===== src/rtl/core/ckh_pkg.sv =====
`timescale 1ns / 1ps
// ----------------------------------------------------------------------------
// ckh_pkg
// Shared types, constants and controller/datapath signal groups for the
// two-hash cuckoo table with overflow stash.
// ----------------------------------------------------------------------------
package ckh_pkg;

    // default sizes of the stores
    localparam int MAX_ITEMS_DEF   = 1024;
    localparam int MAX_BINS_DEF    = 4096;
    localparam int STASH_DEPTH_DEF = 64;

    // fixed field widths
    localparam int HASH_W      = 64;
    localparam int ITEM_W      = 10;
    localparam int BIN_CNT_W   = 13;
    localparam int STASH_CNT_W = 7;
    localparam int TRY_W       = 8;
    localparam int STATUS_W    = 3;
    localparam int CFG_IDX_W   = 2;
    localparam int CFG_DATA_W  = 13;

    // remainder unit: bits retired per cycle
    localparam int MOD_BITS  = 4;
    localparam int MOD_STEPS = HASH_W / MOD_BITS;

    typedef logic [HASH_W-1:0]      t_hash;
    typedef logic [ITEM_W-1:0]      t_item_idx;
    typedef logic [BIN_CNT_W-1:0]   t_bin_count;
    typedef logic [STASH_CNT_W-1:0] t_stash_cnt;
    typedef logic [TRY_W-1:0]       t_try;

    // register reset values
    localparam t_bin_count BIN_COUNT_RST = t_bin_count'(4096);
    localparam t_stash_cnt STASH_RST     = t_stash_cnt'(8);
    localparam t_try       TRY_RST       = t_try'(100);

    typedef enum logic [STATUS_W-1:0] {
        ST_INSERTED  = 3'd0,
        ST_FOUND     = 3'd1,
        ST_NOT_FOUND = 3'd2,
        ST_DUPLICATE = 3'd3,
        ST_OVERFLOW  = 3'd4
    } t_status;

    typedef enum logic [CFG_IDX_W-1:0] {
        CFG_BIN_COUNT    = 2'd0,
        CFG_STASH_IN_USE = 2'd1,
        CFG_TRY_LIMIT    = 2'd2
    } t_cfg_idx;

    typedef enum logic {
        REQ_INSERT = 1'b0,
        REQ_FIND   = 1'b1
    } t_req;

    // dividend source for the remainder unit
    typedef enum logic [1:0] {
        MOD_H0   = 2'd1,
        MOD_H1   = 2'd2,
        MOD_HV   = 2'd3
    } t_mod_src;

    typedef enum logic [1:0] {
        PH_BIN0  = 2'd0,
        PH_BIN1  = 2'd1,
        PH_STASH = 2'd2
    } t_find_phase;

    typedef enum logic [4:0] {
        S_CLEAR,
        S_IDLE,
        S_START,
        S_I_CHK,
        S_I_TEST,
        S_I_MOD,
        S_I_BRD,
        S_I_BUPD,
        S_I_HRD,
        S_I_HMOD,
        S_I_STASH,
        S_F_MOD,
        S_F_BRD,
        S_F_BCHK,
        S_F_HRD,
        S_F_HCMP,
        S_F_SCHK,
        S_F_SRD,
        S_DONE
    } t_ckh_state;

    // controller to datapath
    typedef struct packed {
        logic     clr_we;
        logic     load_in;
        logic     mod_start;
        t_mod_src mod_src;
        logic     cur_from_item;
        logic     addr_from_mod;
        logic     ins_mark;
        logic     bin_write;
        logic     evict;
        logic     evict_last;
        logic     stash_push;
        logic     cur_from_bin;
        logic     cur_from_stash;
        logic     scan_clr;
        logic     scan_inc;
        logic     res_set;
        t_status  res_code;
        logic     res_idx;
        logic     res_stash;
        logic     out_load;
    } t_ckh_cmd;

    // datapath to controller
    typedef struct packed {
        logic clr_last;
        logic req_find;
        logic mod_done;
        logic used_hit;
        logic bin_valid;
        logic tries_left;
        logic stash_full;
        logic scan_end;
        logic hash_match;
        logic out_busy;
    } t_ckh_stat;

endpackage


===== src/rtl/core/ckh_ctrl.sv =====
`timescale 1ns / 1ps
// ----------------------------------------------------------------------------
// ckh_ctrl
// Sequencer for the cuckoo table: clearing pass, insert eviction walk,
// find over both bins and the stash, and result hand-off.
// ----------------------------------------------------------------------------
module ckh_ctrl (
    input  logic                i_clk,
    input  logic                i_rst_n,
    input  logic                i_in_valid,
    output logic                o_in_ready,
    input  ckh_pkg::t_ckh_stat  i_stat,
    output ckh_pkg::t_ckh_cmd   o_cmd
);

    ckh_pkg::t_ckh_state  r_state, n_state;
    ckh_pkg::t_find_phase r_fph, n_fph;

    // state register
    always_ff @(posedge i_clk) begin
        if (!i_rst_n) begin
            r_state <= ckh_pkg::S_CLEAR;
            r_fph   <= ckh_pkg::PH_BIN0;
        end else begin
            r_state <= n_state;
            r_fph   <= n_fph;
        end
    end

    // next state and commands
    always_comb begin
        n_state    = r_state;
        n_fph      = r_fph;
        o_cmd      = '0;
        o_in_ready = 1'b0;
        case (r_state)
            ckh_pkg::S_CLEAR: begin
                o_cmd.clr_we = 1'b1;
                if (i_stat.clr_last) begin
                    n_state = ckh_pkg::S_IDLE;
                end
            end
            ckh_pkg::S_IDLE: begin
                o_in_ready    = 1'b1;
                o_cmd.load_in = i_in_valid;
                if (i_in_valid) begin
                    n_state = ckh_pkg::S_START;
                end
            end
            ckh_pkg::S_START: begin
                if (i_stat.req_find) begin
                    o_cmd.mod_start = 1'b1;
                    o_cmd.mod_src   = ckh_pkg::MOD_H0;
                    n_fph           = ckh_pkg::PH_BIN0;
                    n_state         = ckh_pkg::S_F_MOD;
                end else begin
                    o_cmd.cur_from_item = 1'b1;
                    n_state             = ckh_pkg::S_I_CHK;
                end
            end
            // insert: check the index is free
            ckh_pkg::S_I_CHK: begin
                n_state = ckh_pkg::S_I_TEST;
            end
            ckh_pkg::S_I_TEST: begin
                if (i_stat.used_hit) begin
                    o_cmd.res_set  = 1'b1;
                    o_cmd.res_code = ckh_pkg::ST_DUPLICATE;
                    n_state        = ckh_pkg::S_DONE;
                end else begin
                    o_cmd.ins_mark  = 1'b1;
                    o_cmd.mod_start = 1'b1;
                    o_cmd.mod_src   = ckh_pkg::MOD_H0;
                    n_state         = ckh_pkg::S_I_MOD;
                end
            end
            // insert: eviction walk
            ckh_pkg::S_I_MOD: begin
                if (i_stat.mod_done) begin
                    o_cmd.addr_from_mod = 1'b1;
                    n_state             = ckh_pkg::S_I_BRD;
                end
            end
            ckh_pkg::S_I_BRD: begin
                n_state = ckh_pkg::S_I_BUPD;
            end
            ckh_pkg::S_I_BUPD: begin
                o_cmd.bin_write = 1'b1;
                if (!i_stat.bin_valid) begin
                    o_cmd.res_set  = 1'b1;
                    o_cmd.res_code = ckh_pkg::ST_INSERTED;
                    n_state        = ckh_pkg::S_DONE;
                end else if (i_stat.tries_left) begin
                    o_cmd.evict = 1'b1;
                    n_state     = ckh_pkg::S_I_HRD;
                end else begin
                    o_cmd.evict_last = 1'b1;
                    n_state          = ckh_pkg::S_I_STASH;
                end
            end
            ckh_pkg::S_I_HRD: begin
                n_state = ckh_pkg::S_I_HMOD;
            end
            ckh_pkg::S_I_HMOD: begin
                o_cmd.mod_start = 1'b1;
                o_cmd.mod_src   = ckh_pkg::MOD_HV;
                n_state         = ckh_pkg::S_I_MOD;
            end
            // homeless item goes to the front of the stash, or overflows if it is full
            ckh_pkg::S_I_STASH: begin
                o_cmd.res_set = 1'b1;
                if (i_stat.stash_full) begin
                    o_cmd.res_code = ckh_pkg::ST_OVERFLOW;
                end else begin
                    o_cmd.stash_push = 1'b1;
                    o_cmd.res_code   = ckh_pkg::ST_INSERTED;
                    o_cmd.res_stash  = 1'b1;
                end
                n_state = ckh_pkg::S_DONE;
            end
            // find: candidate bins
            ckh_pkg::S_F_MOD: begin
                if (i_stat.mod_done) begin
                    o_cmd.addr_from_mod = 1'b1;
                    n_state             = ckh_pkg::S_F_BRD;
                end
            end
            ckh_pkg::S_F_BRD: begin
                n_state = ckh_pkg::S_F_BCHK;
            end
            ckh_pkg::S_F_BCHK: begin
                if (i_stat.bin_valid) begin
                    o_cmd.cur_from_bin = 1'b1;
                    n_state            = ckh_pkg::S_F_HRD;
                end else if (r_fph == ckh_pkg::PH_BIN0) begin
                    o_cmd.mod_start = 1'b1;
                    o_cmd.mod_src   = ckh_pkg::MOD_H1;
                    n_fph           = ckh_pkg::PH_BIN1;
                    n_state         = ckh_pkg::S_F_MOD;
                end else begin
                    o_cmd.scan_clr = 1'b1;
                    n_fph          = ckh_pkg::PH_STASH;
                    n_state        = ckh_pkg::S_F_SCHK;
                end
            end
            ckh_pkg::S_F_HRD: begin
                n_state = ckh_pkg::S_F_HCMP;
            end
            ckh_pkg::S_F_HCMP: begin
                if (i_stat.hash_match) begin
                    o_cmd.res_set  = 1'b1;
                    o_cmd.res_code = ckh_pkg::ST_FOUND;
                    o_cmd.res_idx  = 1'b1;
                    n_state        = ckh_pkg::S_DONE;
                end else if (r_fph == ckh_pkg::PH_BIN0) begin
                    o_cmd.mod_start = 1'b1;
                    o_cmd.mod_src   = ckh_pkg::MOD_H1;
                    n_fph           = ckh_pkg::PH_BIN1;
                    n_state         = ckh_pkg::S_F_MOD;
                end else if (r_fph == ckh_pkg::PH_BIN1) begin
                    o_cmd.scan_clr = 1'b1;
                    n_fph          = ckh_pkg::PH_STASH;
                    n_state        = ckh_pkg::S_F_SCHK;
                end else begin
                    o_cmd.scan_inc = 1'b1;
                    n_state        = ckh_pkg::S_F_SCHK;
                end
            end
            // find: filled prefix of the stash
            ckh_pkg::S_F_SCHK: begin
                if (i_stat.scan_end) begin
                    o_cmd.res_set  = 1'b1;
                    o_cmd.res_code = ckh_pkg::ST_NOT_FOUND;
                    n_state        = ckh_pkg::S_DONE;
                end else begin
                    n_state = ckh_pkg::S_F_SRD;
                end
            end
            ckh_pkg::S_F_SRD: begin
                o_cmd.cur_from_stash = 1'b1;
                n_state              = ckh_pkg::S_F_HRD;
            end
            // hand the result to the output register
            ckh_pkg::S_DONE: begin
                if (!i_stat.out_busy) begin
                    o_cmd.out_load = 1'b1;
                    n_state        = ckh_pkg::S_IDLE;
                end
            end
            default: begin
                n_state = ckh_pkg::S_IDLE;
            end
        endcase
    end

endmodule


===== config.mk =====
export PLATFORM = sky130hd
export DESIGN_NAME = ckh_ctrl
export DESIGN_NICKNAME = d
export VERILOG_FILES = /design/src/rtl/core/ckh_pkg.sv /design/src/rtl/core/ckh_ctrl.sv
export SDC_FILE = /design/constraint.sdc
export NUM_CORES = 1
export LEC_CHECK = 0
export BUFFER_PORTS_ARGS = -buffer_cell sky130_fd_sc_hd__clkbuf_2
export CAP_MARGIN = 20
export CORE_ASPECT_RATIO = 0.8
export CORE_UTILIZATION = 40
export CTS_BUF_LIST = sky130_fd_sc_hd__clkbuf_8
export DETAILED_ROUTE_END_ITERATION = 7
export PLACE_DENSITY = 0.66
export SLEW_MARGIN = 10
export SYNTH_ARGS = -nofsm -noshare
export SYNTH_HDL_FRONTEND = slang
export SYNTH_SLANG_ARGS = --single-unit

===== constraint.sdc =====
create_clock -name i_clk -period 4.6 [get_ports i_clk]
set_input_delay 0.92 -clock i_clk [delete_from_list [all_inputs] [get_ports i_clk]]
set_output_delay 0.92 -clock i_clk [all_outputs]
set_load 0.005 [all_outputs]

---- Yosys cells after proc, flatten, opt, wreduce, memory -nomap -nowiden ----
Index checks and enable logic that the tools add are counted.
Widths: inputs -> output; s select.
storage, ports and cells
  register bits after elaboration ......... 7
  output and inout bits ................... 24
  input bits .............................. 13
cells by class
  mux-type cells .......................... 62
  reduce and logical (&&, ||, !) cells .... 6
  eq/ne operators ......................... 28
operator list
  operator            count
  $pmux 5 s19         1
  $mux 5              11
  $eq 5x4->1 const B  8
  $mux 1              24
  $mux 2              11
  $mux 3              7
  $eq 5x3->1 const B  4
  $pmux 4 s5          1
  $mux 4              4
  $ne 2x2->1 const B  8
  $eq 5x5->1 const B  3
  $pmux 3 s5          1
  $eq 5x2->1 const B  2
  $reduce_and 5->1    2
  $pmux 2 s3          1
  $eq 5x1->1 const B  1
  $logic_not 5->1     1
  $ne 3x3->1 const B  1
  $reduce_bool 3->1   1
  $eq 2x1->1 const B  1
  $logic_not 2->1     1
  $pmux 1 s2          1
  $reduce_or 2->1     1

---- Depth between registers and ports, before layout ----
  depth after elaboration ................. 5
  mapped depth ............................ 7
  mapped depth without buffers ............ 5

---- Least setup slack after synthesis ----
OpenSTA, ideal clock, no wires.
  kind .................................... input-to-output
  from .................................... in i_stat[5] in the netlist's numbering
  to ...................................... out o_cmd[19] in the netlist's numbering
  required time ........................... 3.680 ns
  cell stages on the path ................. 5
  data arrival time ....................... 1.714 ns
  path slack .............................. 1.966 ns
  buffers on the path ..................... 1
  cell sequence ........................... clkbuf_1 -> inv_1 -> and3_1 -> o21ai_0 -> o21ai_0
RTL lines
  element          line            source
  start, declared  ckh_ctrl.sv:12  input ckh_pkg::t_ckh_stat i_stat,
  end, declared    ckh_ctrl.sv:13  output ckh_pkg::t_ckh_cmd o_cmd

==> results.yml <==
yosys:
  yosys.area_share.simple_pct: 40.4
  synth_compound_area_share_pct: 33.9
  synth_top_family_by_area: "simple AND/OR/NAND/NOR gates"
  synthDominantCellAreaShare_pct: 12.6
  synth_edf_count: 0
  ys.flop_type: "dfxtp_1"
  syn_area_sq_um: 1110
  ys_ff_latch: 7
  yosys.area_share.adder_pct: 0
  ys_warn_count: 0
  synthMuxAreaShare_pct: 0.901
  synth.largest_area_cell: "dfxtp_1"
  synthArstFlopShare_pct: 0
  avgSynthCellArea_sq_um: 7.56
  synth.area.top_cells: "dfxtp_1 13%, nor2_1 5.7%, buf_6 5.1%, a21oi_1 4.1%, nor3_4 2.9%"
  ys_types: 61
  syn-num-nets: 160
  synthCells: 147
  synth_seq_area_share_pct: 12.6
  synth-xor-area-share_pct: 0.788
setup_path:
  cp_max_fo: 24
  reg2reg_from: "r_state[3]"
  r2r-end: "r_state[0]"
  crit_end: "o_cmd[20]"
  end_kind: "output pin"
  critPathLaunchType: "register"
  crit_type: "reg -> out"
  critPathArrivalTime_ps: 2150
  cp.required_ps: 3680
  worstSetupStartpoint: "r_state[2]"
  r2r_cells: 5
  r2r_slack_ps: 2540
finish:
  mostFrequentLayoutCells: "36 x clkbuf_2, 17 x nor2_1, 9 x inv_1, 9 x a21oi_1, 7 x dfxtp_1"
  fillerInstances: 278
  drive_gt1_share_pct: 33.5
  syn_to_final_growth_pct: 16.3
  final_nets: 190
  multiInputGateArea_sq_um: 845
  fin_area_sq_um: 1290
  layout_commonest_cell: "clkbuf_2"
  fin_util_pct: 50.8
  diodes: 0
  ff_latch_area_sq_um: 140
sta:
  rsz0062_at_grt: "false"
  clock_skew_ps: 1.94
  fin_crit_sh_pct: 66.7
  hold_viol: 0
  fmax_mhz: 326
  setup_viol: 0
  tightestPinTransition_ps: 837
  tns_ps: 0
  slew-limit-headroom_pct: 44.1
  maxSlewViolCount: 0
  period_needed_ps: 3070
cts:
  post_cts_buffers: 0
  cts_htree_levels: 1
  cts_resized: 0
  cts-root-buf: "clkbuf_8"
  clk_transition_reported_paths_ps: 40
  clk_path_buf_depth: 2
  clock_sinks: 7
  cts_buffers: 3
  cts_tree: "built"
  cts_hold_buf: 0
  insertion_delay_ps: 230
die:
  rows: 16
  core_sq_um: 2540
  die_h_um: 49.1
  io_pins: 37
  die-area_sq_um: 2990
  die_w_um: 60.9
  initial_utilization_pct: 43.7
global_route:
  first_global_vias: 1141
  antenna_found_initial: 0
  grt_pass1_wl_um: 5250
  grt_usage_pct: 23.1
  overflow: 0
  grt_max_degree: 25
power_and_ir_drop:
  cellLeakagePower_nw: 0.569
  power_density_nw_per_um2: 183
  vdd_drop_max_uv: 139
  fin_total_pwr_mw: 0.236
place:
  placedInstanceArea_sq_um: 1250
  gp_congestion: 0.975
  dp_hpwl_um: 2400
  io_buffers: 36
detailed_routing:
  avgViaCountPerCell: 5.91
  drt_iter0_drc: 100
  ant_nets: 0
  dr.pass1.iters: 4
  wl_um: 3140
  post_drt_wl_per_cell_um: 14.8
  drc: 0
  vias: 1252
run:
  cap_violations: 0
run_status:
  run_status: "complete, no violations"
worst_hold_path:
  holdCritPathClass: "reg -> reg"
[worst min path at each step]
stage	from	endpoint	slack, ps	cells past startpoint
floorplan	r_fph[0]	r_fph[0]	470	2
global placement	r_fph[0]	r_fph[0]	500	2
detailed placement	r_fph[0]	r_fph[0]	490	2
CTS	r_fph[0]	r_fph[0]	500	2
global route	r_fph[0]	r_fph[0]	520	2
finish	r_fph[0]	r_fph[0]	500	2
[power by group]
part	internal, mW	leakage [nW]	total [mW]	switching, mW
clock network	0.0577	0.0269	0.0846	0.0269
registers	0.0632	0.0567	0.0726	0.00937
logic	0.0325	0.486	0.0792	0.0467
total	0.153	0.569	0.236	0.0830
[flip-flops by register name (all words and copies together) (netlist names)]
register	flops
r_fph	2
r_state	5
[synthesized netlist by cell type, drive strengths merged, types with 3 or more instances]
library cell / n
buf: 11
dfxtp: 7
nor3: 10
o21ai: 6
nand2b: 5
nor3b: 4
o32ai: 3
and3: 5
nor2: 18
a21oi: 10
nor2b: 3
inv: 8
a21boi: 3
nand3: 4
nand2: 6
[worst max-delay path: stages (launching register included)]
cell	delay, ps
dfxtp_1	860
inv_1	300
nor3_1	240
a21oi_1	60
o22a_1	170
o21ai_0	140
clkbuf_2	140
[metrics by stage]
step           setup slack [ps]  instances  hold WS [ps]
2_1_floorplan              1970        147           470
3_3_place_gp               1730        208           500
3_5_place_dp               1710        208           491
4_1_cts                    1530        212           501
5_1_grt                    1300        212           520
6_report                   1530        212           501
[area by class of cell]
class	count	share of cell area, %
clock buffers	3	3.19
well taps	36	3.48
clock inverters	1	0.290
flip-flops and latches	7	10.8
multi-input cells	120	65.3
repair buffers	37	14.5
inverters	8	2.32
[cells by family (layout without fill, tap and decap cells)]
group | after synthesis | in the layout
multiplexers | 1 | 1
XOR/XNOR | 1 | 1
flip-flops | 7 | 7
AND/OR/NAND/NOR | 70 | 70
AO/OA/AOI/OAI | 48 | 48
buffers and inverters | 20 | 49
[metal layers]
metal	up-vias	track usage [%]	part of all wire, %
li1	619	-	-
met1	553	32.1	46
met2	71	34.4	43
met3	9	4.51	8.5
met4	0	9.47	2.3
met5	-	0	0
Note: power is estimated with default switching activity, not from simulation.
